--- src/hw/rtl/admin_record_byte_parser_top_macros.svh ---
// ----------------------------------------------------------------------------
// admin record byte parser assertion macros
// shared concurrent assertion forms, clocked on clk, disabled in reset
// ----------------------------------------------------------------------------
`ifndef ADMIN_RECORD_BYTE_PARSER_TOP_MACROS_SVH
`define ADMIN_RECORD_BYTE_PARSER_TOP_MACROS_SVH

// same-cycle implication
`define ABRP_ASSERT_NOW(label, ante, cons, msg) \
    label: assert property (@(posedge clk) disable iff (!rst_n) (ante) |-> (cons)) \
        else $error(msg);

// next-cycle implication
`define ABRP_ASSERT_NEXT(label, ante, cons, msg) \
    label: assert property (@(posedge clk) disable iff (!rst_n) (ante) |=> (cons)) \
        else $error(msg);

`endif

--- src/hw/rtl/abrp_pkg.sv ---
// ----------------------------------------------------------------------------
// abrp_pkg
// types and codes for the administrative record byte parser
// ----------------------------------------------------------------------------
`timescale 1ns / 1ps

package abrp_pkg;

    // parse status codes
    localparam logic [1:0] PS_GOING = 2'd0;
    localparam logic [1:0] PS_DONE  = 2'd1;
    localparam logic [1:0] PS_ERR   = 2'd2;

    // field codes reported with a completed field
    localparam logic [3:0] FC_TYPE    = 4'd0;
    localparam logic [3:0] FC_STATUS  = 4'd1;
    localparam logic [3:0] FC_REASON  = 4'd2;
    localparam logic [3:0] FC_CUSTODY = 4'd3;
    localparam logic [3:0] FC_FOFF    = 4'd4;
    localparam logic [3:0] FC_FLEN    = 4'd5;
    localparam logic [3:0] FC_EVS     = 4'd6;
    localparam logic [3:0] FC_EVNS    = 4'd7;
    localparam logic [3:0] FC_CREATE  = 4'd8;
    localparam logic [3:0] FC_SEQ     = 4'd9;
    localparam logic [3:0] FC_EIDLEN  = 4'd10;
    localparam logic [3:0] FC_EID     = 4'd11;

    // record type nibbles
    localparam logic [3:0] TYPE_STATUS_REPORT = 4'd1;
    localparam logic [3:0] TYPE_CUSTODY       = 4'd2;

    // parser stage, one-hot
    typedef enum logic [11:0] {
        STG_TYPE    = 12'b0000_0000_0001,
        STG_STATUS  = 12'b0000_0000_0010,
        STG_REASON  = 12'b0000_0000_0100,
        STG_CUSTODY = 12'b0000_0000_1000,
        STG_FOFF    = 12'b0000_0001_0000,
        STG_FLEN    = 12'b0000_0010_0000,
        STG_EVS     = 12'b0000_0100_0000,
        STG_EVNS    = 12'b0000_1000_0000,
        STG_CREATE  = 12'b0001_0000_0000,
        STG_SEQ     = 12'b0010_0000_0000,
        STG_EIDLEN  = 12'b0100_0000_0000,
        STG_EID     = 12'b1000_0000_0000
    } stage_t;

    // one result transaction
    typedef struct packed {
        logic [1:0]  parse_status;
        logic        field_valid;
        logic [3:0]  field_code;
        logic [63:0] field_value;
        logic [3:0]  record_flags;
    } result_t;

endpackage

--- src/hw/rtl/admin_record_byte_parser_top.sv ---
// ----------------------------------------------------------------------------
// admin_record_byte_parser_top
// byte-serial parser for status reports and custody signals, one result
// transaction per input byte
// ----------------------------------------------------------------------------
//  channel | signals                                          | direction
//  --------+--------------------------------------------------+----------
//  in      | in_valid, in_stall, in_byte, record_start,       | sink
//          | last_byte                                        |
//  out     | out_valid, out_stall, parse_status, field_valid, | source
//          | field_code, field_value, record_flags            |
//
//  one byte accepted per cycle while in_stall is low; its result is
//  registered in the output register, else in the skid entry. the parser
//  state updates at the accept edge by a shift-or into the sdnv accumulator
//  and a stage change. a two-entry output buffer (output register plus skid)
//  lets a byte in while a result waits; in_stall rises only when both
//  entries are full. reset clears the parser state and empties the buffer.
// ----------------------------------------------------------------------------
`timescale 1ns / 1ps

module admin_record_byte_parser_top
(
    input  logic        clk,
    input  logic        rst_n,
    input  logic        in_valid,
    output logic        in_stall,
    input  logic [7:0]  in_byte,
    input  logic        record_start,
    input  logic        last_byte,
    output logic        out_valid,
    input  logic        out_stall,
    output logic [1:0]  parse_status,
    output logic        field_valid,
    output logic [3:0]  field_code,
    output logic [63:0] field_value,
    output logic [3:0]  record_flags
);

`include "admin_record_byte_parser_top_macros.svh"

    // parser state
    abrp_pkg::stage_t stage_reg, stage_next, stage_eff;
    logic [1:0]       ps_reg, ps_next, ps_eff;
    logic [3:0]       flags_reg, flags_next, flags_eff;
    logic [63:0]      acc_reg, acc_next, acc_eff, acc_shift;
    logic [15:0]      eid_left_reg, eid_left_next, eid_left_eff, eid_dec;

    // output buffer
    logic               out_valid_reg, skid_valid_reg;
    abrp_pkg::result_t  out_res_reg, skid_res_reg, res_new;

    logic in_fire, out_fire, sdnv_ovf;

    assign in_stall = skid_valid_reg;
    assign in_fire  = in_valid && !skid_valid_reg;
    assign out_fire = out_valid_reg && !out_stall;

    // record start resets the parser ahead of this byte
    always_comb
    begin
        if (record_start)
        begin
            stage_eff    = abrp_pkg::STG_TYPE;
            ps_eff       = abrp_pkg::PS_GOING;
            flags_eff    = 4'd0;
            acc_eff      = 64'd0;
            eid_left_eff = 16'd0;
        end
        else
        begin
            stage_eff    = stage_reg;
            ps_eff       = ps_reg;
            flags_eff    = flags_reg;
            acc_eff      = acc_reg;
            eid_left_eff = eid_left_reg;
        end
    end

    assign acc_shift = {acc_eff[56:0], in_byte[6:0]};
    assign eid_dec   = eid_left_eff - 16'd1;

    // overflow when one more 7-bit group would exceed the field range
    always_comb
    begin
        case (stage_eff)
            abrp_pkg::STG_FOFF,
            abrp_pkg::STG_FLEN,
            abrp_pkg::STG_EVNS:   sdnv_ovf = (acc_eff[63:25] != 39'd0);
            abrp_pkg::STG_EIDLEN: sdnv_ovf = (acc_eff[63:9] != 55'd0);
            default:              sdnv_ovf = (acc_eff[63:57] != 7'd0);
        endcase
    end

    // next state and result for one byte
    always_comb
    begin
        stage_next    = stage_eff;
        ps_next       = ps_eff;
        flags_next    = flags_eff;
        acc_next      = acc_eff;
        eid_left_next = eid_left_eff;
        res_new.field_valid = 1'b0;
        res_new.field_code  = abrp_pkg::FC_TYPE;
        res_new.field_value = 64'd0;

        if (ps_eff == abrp_pkg::PS_GOING)
        begin
            unique case (stage_eff) inside
                abrp_pkg::STG_TYPE:
                begin
                    flags_next          = in_byte[3:0];
                    res_new.field_valid = 1'b1;
                    res_new.field_code  = abrp_pkg::FC_TYPE;
                    res_new.field_value = {60'd0, in_byte[7:4]};
                    if (in_byte[7:4] == abrp_pkg::TYPE_STATUS_REPORT)
                        stage_next = abrp_pkg::STG_STATUS;
                    else if (in_byte[7:4] == abrp_pkg::TYPE_CUSTODY)
                        stage_next = abrp_pkg::STG_CUSTODY;
                    else
                        ps_next = abrp_pkg::PS_ERR;
                end
                abrp_pkg::STG_STATUS:
                begin
                    res_new.field_valid = 1'b1;
                    res_new.field_code  = abrp_pkg::FC_STATUS;
                    res_new.field_value = {56'd0, in_byte};
                    stage_next          = abrp_pkg::STG_REASON;
                end
                abrp_pkg::STG_REASON,
                abrp_pkg::STG_CUSTODY:
                begin
                    res_new.field_valid = 1'b1;
                    res_new.field_code  = (stage_eff == abrp_pkg::STG_REASON)
                                          ? abrp_pkg::FC_REASON : abrp_pkg::FC_CUSTODY;
                    res_new.field_value = {56'd0, in_byte};
                    stage_next          = flags_eff[0] ? abrp_pkg::STG_FOFF
                                                       : abrp_pkg::STG_EVS;
                    acc_next            = 64'd0;
                end
                abrp_pkg::STG_EID:
                begin
                    res_new.field_valid = 1'b1;
                    res_new.field_code  = abrp_pkg::FC_EID;
                    res_new.field_value = {56'd0, in_byte};
                    eid_left_next       = eid_dec;
                    if (eid_dec == 16'd0)
                        ps_next = abrp_pkg::PS_DONE;
                end
                abrp_pkg::STG_FOFF, abrp_pkg::STG_FLEN, abrp_pkg::STG_EVS,
                abrp_pkg::STG_EVNS, abrp_pkg::STG_CREATE, abrp_pkg::STG_SEQ,
                abrp_pkg::STG_EIDLEN:
                begin
                    if (sdnv_ovf)
                        ps_next = abrp_pkg::PS_ERR;
                    else if (in_byte[7])
                        acc_next = acc_shift;
                    else
                    begin
                        // sdnv group ends here
                        acc_next            = 64'd0;
                        res_new.field_valid = 1'b1;
                        res_new.field_value = acc_shift;
                        case (stage_eff)
                            abrp_pkg::STG_FOFF:
                            begin
                                res_new.field_code = abrp_pkg::FC_FOFF;
                                stage_next         = abrp_pkg::STG_FLEN;
                            end
                            abrp_pkg::STG_FLEN:
                            begin
                                res_new.field_code = abrp_pkg::FC_FLEN;
                                stage_next         = abrp_pkg::STG_EVS;
                            end
                            abrp_pkg::STG_EVS:
                            begin
                                res_new.field_code = abrp_pkg::FC_EVS;
                                stage_next         = abrp_pkg::STG_EVNS;
                            end
                            abrp_pkg::STG_EVNS:
                            begin
                                res_new.field_code = abrp_pkg::FC_EVNS;
                                stage_next         = abrp_pkg::STG_CREATE;
                            end
                            abrp_pkg::STG_CREATE:
                            begin
                                res_new.field_code = abrp_pkg::FC_CREATE;
                                stage_next         = abrp_pkg::STG_SEQ;
                            end
                            abrp_pkg::STG_SEQ:
                            begin
                                res_new.field_code = abrp_pkg::FC_SEQ;
                                stage_next         = abrp_pkg::STG_EIDLEN;
                            end
                            default:
                            begin
                                res_new.field_code = abrp_pkg::FC_EIDLEN;
                                stage_next         = abrp_pkg::STG_EID;
                                eid_left_next      = acc_shift[15:0];
                                if (acc_shift[15:0] == 16'd0)
                                    ps_next = abrp_pkg::PS_DONE;
                            end
                        endcase
                    end
                end
                default:
                begin
                    ps_next = abrp_pkg::PS_ERR;
                end
            endcase

            // early last byte
            if (last_byte && ps_next == abrp_pkg::PS_GOING)
                ps_next = abrp_pkg::PS_ERR;
        end

        res_new.parse_status = ps_next;
        res_new.record_flags = flags_next;
    end

    // parser state registers
    always_ff @(posedge clk or negedge rst_n)
    begin
        if (!rst_n)
        begin
            stage_reg    <= abrp_pkg::STG_TYPE;
            ps_reg       <= abrp_pkg::PS_GOING;
            flags_reg    <= 4'd0;
            acc_reg      <= 64'd0;
            eid_left_reg <= 16'd0;
        end
        else if (in_fire)
        begin
            stage_reg    <= stage_next;
            ps_reg       <= ps_next;
            flags_reg    <= flags_next;
            acc_reg      <= acc_next;
            eid_left_reg <= eid_left_next;
        end
    end

    // output register and skid entry
    always_ff @(posedge clk or negedge rst_n)
    begin
        if (!rst_n)
        begin
            out_valid_reg  <= 1'b0;
            skid_valid_reg <= 1'b0;
        end
        else if (in_fire)
        begin
            if (!out_valid_reg || out_fire)
                out_valid_reg <= 1'b1;
            else
                skid_valid_reg <= 1'b1;
        end
        else if (out_fire)
        begin
            if (skid_valid_reg)
                skid_valid_reg <= 1'b0;
            else
                out_valid_reg <= 1'b0;
        end
    end

    // result payload, no reset
    always_ff @(posedge clk)
    begin
        if (in_fire)
        begin
            if (!out_valid_reg || out_fire)
                out_res_reg <= res_new;
            else
                skid_res_reg <= res_new;
        end
        else if (out_fire && skid_valid_reg)
        begin
            out_res_reg <= skid_res_reg;
        end
    end

    assign out_valid    = out_valid_reg;
    assign parse_status = out_res_reg.parse_status;
    assign field_valid  = out_res_reg.field_valid;
    assign field_code   = out_res_reg.field_code;
    assign field_value  = out_res_reg.field_value;
    assign record_flags = out_res_reg.record_flags;

    // checks
    `ABRP_ASSERT_NOW(a_skid_behind_out, skid_valid_reg, out_valid_reg,
        "skid entry held with empty output register")
    `ABRP_ASSERT_NOW(a_done_no_eid_left, ps_reg == abrp_pkg::PS_DONE, eid_left_reg == 16'd0,
        "record complete with eid bytes still pending")
    `ABRP_ASSERT_NEXT(a_status_sticky,
        in_fire && !record_start && ps_reg != abrp_pkg::PS_GOING, $stable(ps_reg),
        "final parse status changed without record start")
    `ABRP_ASSERT_NOW(a_idle_field_zero, out_valid_reg && !out_res_reg.field_valid,
        out_res_reg.field_code == abrp_pkg::FC_TYPE && out_res_reg.field_value == 64'd0,
        "field code or value nonzero without a completed field")

endmodule

--- config.mk ---
export PLATFORM = sky130hd
export DESIGN_NAME = admin_record_byte_parser_top
export DESIGN_NICKNAME = d
export VERILOG_FILES = /design/src/hw/rtl/abrp_pkg.sv /design/src/hw/rtl/admin_record_byte_parser_top.sv
export VERILOG_INCLUDE_DIRS = /design/src /design/src/hw/rtl
export SDC_FILE = /design/constraint.sdc
export NUM_CORES = 1
export LEC_CHECK = 0
export ABC_AREA = 1
export BUFFER_PORTS_ARGS = -buffer_cell sky130_fd_sc_hd__buf_2
export CORE_ASPECT_RATIO = 1.75
export CORE_UTILIZATION = 31
export CTS_BUF_LIST = sky130_fd_sc_hd__clkbuf_2 sky130_fd_sc_hd__clkbuf_4 sky130_fd_sc_hd__clkbuf_8
export DETAILED_ROUTE_END_ITERATION = 16
export GPL_TIMING_DRIVEN = 0
export PLACE_DENSITY_LB_ADDON = 0.08
export SLEW_MARGIN = 20
export SYNTH_ARGS = -nofsm -noshare
export SYNTH_HDL_FRONTEND = slang
export SYNTH_SLANG_ARGS = --single-unit
--- constraint.sdc ---
create_clock -name clk -period 6.4 [get_ports clk]
set_input_delay 0.96 -clock clk [delete_from_list [all_inputs] [get_ports clk]]
set_output_delay 0.96 -clock clk [all_outputs]
set_load 0.01 [all_outputs]
==> impl_metrics.toml, run 1 <==
[clocking]
cts_root_buf = "clkbuf_8"
clkSlewWorstSetupHoldPaths_ns = 0.06
post_cts_buffers = 0
numClockSinks = 250
insertion_delay_ns = 0.58
ctsResizeCount = 0
cts_tree = "built"
clock_path_buffers = 3
ctsHoldBuffers = 0
htree_num_levels = 2
cts_made_buffers = 41

[worst_setup_path]
criticalPathCategory = "flop to flop"
cp_data_arrival_time_ns = 4.04
worstPathRequired_ns = 6.68
crit_fanout = 24
cp-end-kind = "flop"
cp-start-kind = "flop"

[place]
dp_hpwl_mm = 34.1
dp_slack_ns = 1.96
placed_cell_area_mm2 = 0.0144
place_inst = 2178
gp_routability_congestion = 0.962
port_buffers = 89

[grt]
grt_antenna_before_repair = 1
grt-ovfl-total = 0
grt_max_degree = 69
grt_pass1_vias = 11115
grtUsageTotal_pct = 21.7
grt_pass1_wl_mm = 68.7

[die]
pin_count = 91
initial_core_util_pct = 31.5
coreArea_mm2 = 0.0416
die_h_um = 274
fp-row-count = 99
die_w_um = 157
dieArea_mm2 = 0.0431

[route]
first_iter_violations = 716
drt-vias-per-instance = 4.91
wirelength_mm = 45.8
dr.pass1.iters = 7
drtAntennaViolNets = 0
wire_per_inst_um = 20.3
drc_errors = 0
vias = 11066

[power_and_ir_drop]
ir_drop_mv = 0.156
swShare_pct = 40.2
p_total_mw = 6.57
p_sw_mw = 2.64
seqPwrFrac_pct = 40.0
power.static_leakage_nw = 6.47
powerDensity_mw_per_mm2 = 430
p_int_mw = 3.93
power.clock.fraction_pct = 22.6
p_comb_share_pct = 37.4

[layout]
layout_commonest_cell = "nor2_1"
nNetsFinal = 1682
syn_to_final_growth_pct = 16.7
drive_gt1_share_pct = 18.1
design_area_mm2 = 0.0153
largest_reg_flops = 75
finalNonFillerCells = 2252
utilization_pct = 36.7
fillers = 4418
layout_common_cells = "nor2_1 (339), nand2_1 (224), inv_1 (163), edfxtp_1 (150), buf_2 (114)"

[synth]
synth_seq_cells = 250
seq_area_frac_synth_pct = 53.5
synth_nets = 1543
syn-cell-area_mm2 = 0.0131
yosysWarnings = 0
synth_cells = 1527
synthDistinctLibCells = 42
postSynthAreaPerCell_um2 = 8.58

[sta]
relSlewSlack_pct = 32.5
rsz0062_at_grt = "no"
timing.final.hold_violations = 0
setup_viol = 0
maxSlewViolCount = 0
period_share_pct = 58.7
fmax_ghz = 0.266
clock-skew-final_ns = 0.0221
tns_ns = 0
timing.hold.ws_ns = 0.293
period_minus_slack_ns = 3.76
final.setup.worst_slack_ns = 2.64
worstMarginPinSlew_ns = 1.01

[job]
drv_cap = 0

[worst_hold_path]
hold_path.class = "primary input to async pin"

[run_status]
status = "complete, no violations"
cells in the mapped netlist:
cell type	count	area, µm²
a21oi_1	89	445
a21oi_2	1	8.76
a221oi_1	7	61.3
a22oi_1	10	75.1
a31oi_1	32	200
and2_1	1	6.26
buf_1	4	15.0
buf_12	1	20.0
buf_2	26	130
buf_4	2	15.0
buf_6	7	78.8
buf_8	2	30.0
clkbuf_1	35	131
dfrtp_1	99	2480
dfstp_2	1	26.3
edfxtp_1	150	4500
ha_1	2	25.0
inv_1	163	612
inv_2	3	11.3
inv_4	1	6.26
nand2_1	224	841
nand2_2	16	100
nand2_4	1	11.3
nand3_1	44	220
nand4_1	10	62.6
nand4_2	1	12.5
nor2_1	340	1280
nor2_2	43	269
nor2_4	35	394
nor3_1	12	60.1
nor3b_1	1	7.51
nor4_1	1	6.26
o211ai_1	6	45.0
o21ai_0	105	526
o21ai_1	4	20.0
o21ai_2	1	8.76
o221ai_1	22	193
o22ai_1	21	131
o2bb2ai_1	1	8.76
o31ai_1	1	7.51
xnor2_1	1	8.76
xor2_1	1	8.76
worst max-delay path: stages, from the launching register on:
cell and delay (ns):
dfrtp_1 0.41, inv_1 0.06, nand2_1 0.28, inv_1 0.19
clkbuf_1 0.56, clkbuf_1 0.60, a21oi_1 0.18, a21oi_4 0.52
buf_16 0.24, buf_16 0.18, buf_16 0.18
layer usage:
metal	track usage, %	vias up	wire length [µm]
met5	0	-	0
met2	40.5	283	24500
met3	2.58	113	1530
li1	-	5362	-
met4	11.5	0	2390
met1	23.7	5308	17400
cell type report:
type	count	area, µm²	share of cell area, %
buffer	77	420	2.75
tap	555	694	4.55
antenna	1	2.50	0.0164
sequential	250	7010	45.9
multi-input combinational	1033	5060	33.1
clock inverter	9	67.6	0.442
inverter	167	629	4.12
clock buffer	64	768	5.03
timing repair buffer	96	629	4.12
path summary, 6_finish.rpt:
kind | from | end | slack (ns) | cells past startpoint
worst max-delay path | in_stall | field_value[20] | 2.64 | 10
worst min register to register | flags_reg[1] | flags_reg[1] | 0.49 | 2
worst min-delay path | rst_n | out_valid | 0.29 | 1
worst max register to register | in_stall | field_value[20] | 2.64 | 10
min in group clk | flags_reg[1] | flags_reg[1] | 0.49 | 2
max in group asynchronous | rst_n | acc_reg[10] | 5.36 | 2
power groups by stage:
| stage | clock [mW] | sequential [mW] | combinational (mW) |
|---|---|---|---|
| after CTS | 1.54 | 2.63 | 2.49 |
| after detailed placement | 0 | 2.66 | 2.48 |
| after floorplan | 0 | 2.74 | 1.46 |
| final | 1.48 | 2.63 | 2.46 |
| after global placement | 0 | 2.70 | 2.37 |
| after global routing | 1.60 | 2.69 | 2.75 |
kinds of logic (layout without fill, tap and decap cells):
group | count (synthesis) | after routing | synth area share [%]
buffers and inverters | 244 | 413 | 8.01
DFF | 250 | 250 | 53.5
adders and majority gates | 2 | 2 | 0.191
AOI/OAI and AO/OA | 300 | 300 | 13.2
other | 0 | 1 | 0
and+or+nand+nor | 729 | 729 | 24.9
xor gates and xnor gates | 2 | 2 | 0.134
Note: power is estimated with default switching activity, not from simulation.
==> inputs of run 2 (changes only) <==
Clock period 6.4 ns to 3.3 ns, I/O delays scaled along.
==> run 2 against run 1 <==
Final cell count up 0.40%. Register-to-register slack lost 2.5 ns. Sequential cell count is the same. Highest routed layer unchanged.
==> impl_metrics.toml, run 2 (synthesis results as in run 1) <==
[grt]
grtUsageTotal_pct = 21.7
grt_max_degree = 64
grt_pass1_vias = 11230
grt-ovfl-total = 0
grt_antenna_before_repair = 1
grt_pass1_wl_mm = 68.9

[route]
drt-vias-per-instance = 4.92
wire_per_inst_um = 20.3
dr.pass1.iters = 5
vias = 11115
drc_errors = 0
wirelength_mm = 45.8
first_iter_violations = 575
drtAntennaViolNets = 0

[worst_setup_path]
timing.rr.start = "in_stall"
cp_top_family = "buffers and inverters"
r2r_slack_ns = 0.15
criticalPathCategory = "flop to flop"
cp_cell_sequence = "inv_1, nand2_1, clkbuf_1, clkbuf_1, nor2_4, buf_16, buf_12, buf_12"
cp-end-kind = "flop"
crit_fanout = 26
cp_data_arrival_time_ns = 3.46
crit_buf_inv = 6
cp-start-kind = "flop"
critPathSlowestCell = "clkbuf_1"
critPathMaxStageDelay_ns = 0.77
worstRegToRegCells = 8
cp.depth = 8
r2r_end = "skid_res_reg[25]"
worstPathRequired_ns = 3.62

[place]
gp_routability_congestion = 0.957
port_buffers = 89
dp_hpwl_mm = 34.3
place_inst = 2178

[worst_hold_path]
whs_endpoint = "in_stall"
hold_path.class = "primary input to flop"
hold_path_depth = 3
hp-start = "out_stall"

[sta]
period_share_pct = 95.3
tns_ns = 0
timing.hold.ws_ns = 0.262
period_minus_slack_ns = 3.15
fmax_ghz = 0.318
clock-skew-final_ns = 0.0297
relSlewSlack_pct = 35.6
worstMarginPinSlew_ns = 0.966
setup_viol = 0
timing.final.hold_violations = 0
rsz0062_at_grt = "no"
maxSlewViolCount = 0

[die]
initial_core_util_pct = 31.5
die_w_um = 157
dieArea_mm2 = 0.0431
coreArea_mm2 = 0.0416
die_h_um = 274
pin_count = 91
fp-row-count = 99

[power_and_ir_drop]
powerDensity_mw_per_mm2 = 828
p_sw_mw = 5.14
swShare_pct = 40.5
power.static_leakage_nw = 6.50
p_int_mw = 7.55
p_comb_share_pct = 37.9
power.clock.fraction_pct = 21.9
ir_drop_mv = 0.278
seqPwrFrac_pct = 40.2

[clocking]
cts_tree = "built"
cts_made_buffers = 41
cts_root_buf = "clkbuf_8"
insertion_delay_ns = 0.58
htree_num_levels = 2
clkSlewWorstSetupHoldPaths_ns = 0.06
clock_path_buffers = 3
numClockSinks = 250

[layout]
largest_reg_flops = 75
layout_common_cells = "nor2_1 (338), nand2_1 (224), inv_1 (163), edfxtp_1 (150), buf_2 (114)"
finalNonFillerCells = 2261
drive_gt1_share_pct = 18.6
syn_to_final_growth_pct = 16.9
nNetsFinal = 1689
layout_commonest_cell = "nor2_1"

[run_status]
status = "complete, no violations"

[job]
drv_cap = 0
-- run 2: cell types whose count changed in the layout (fill, tap and decap cells not counted), sizes merged --
cell,before,now
buf,138,144
bufinv,1,0
clkinv,7,10
dlygate4sd3,0,1
-- run 2: what timing repair did --
item                       in CTS  in global routing
cloned                          0                  0
resized for setup               2                  4
setup endpoints to repair      69                 47
hold endpoints to repair       37                  0
setup buffers                   3                  3
hold buffers                    1                  0
pin swaps                       1                  0
-- run 2: area by class of cell --
type                            count  area (µm²)
Fill cell                        4478       26300
Sequential cell                   250        7010
Multi-Input combinational cell   1033        5060
Clock buffer                       64         756
Tap cell                          555         694
Timing Repair Buffer              103         684
Inverter                          167         629
Buffer                             77         423
Clock inverter                     11        51.3
Antenna cell                        1        2.50
-- run 2: through the flow --
stage	worst slack [ns]	instance area (µm²)	total power, mW	util, %
floorplan	0.275	13100	8.10	-
global placement	-1.45	14300	9.78	34.3
detailed placement	-0.623	14400	9.96	34.7
CTS	0.0240	15300	12.8	36.7
global route	0.00677	15300	13.5	36.8
finish	0.154	15300	12.7	36.8
-- run 2: worst reg2reg max path: stages (launching register included) --
cell,delay [ns]
dfrtp_1,0.39
inv_1,0.05
nand2_1,0.35
clkbuf_1,0.78
clkbuf_1,0.52
nor2_4,0.20
buf_16,0.22
buf_12,0.18
buf_12,0.19
-- run 2: worst max path at each step --
stage | slack [ns] | to | startpoint
after floorplan | 0.27 | field_code[0] | in_valid
after global placement | -1.45 | field_value[21] | in_valid
after detailed placement | -0.62 | field_value[21] | in_valid
after CTS | 0.02 | field_value[21] | in_stall
after global routing | 0.007 | skid_res_reg[26] | in_stall
final | 0.15 | skid_res_reg[25] | in_stall
-- run 2: power groups by stage --
| stage | Clock, mW | Combinational, mW | Sequential, mW |
|---|---|---|---|
| after floorplan | 0 | 2.84 | 5.26 |
| after global placement | 0 | 4.62 | 5.16 |
| after detailed placement | 0 | 4.81 | 5.15 |
| after CTS | 2.88 | 4.83 | 5.09 |
| after global routing | 2.98 | 5.35 | 5.21 |
| final | 2.78 | 4.81 | 5.09 |
-- run 2: routing by layer --
metal / vias to the layer above / part of all wire (%) / track usage (%)
li1: 5374 / - / -
met1: 5331 / 37 / 23.4
met2: 309 / 54 / 41.0
met3: 101 / 3.5 / 2.64
met4: 0 / 4.7 / 10.5
met5: - / 0 / 0
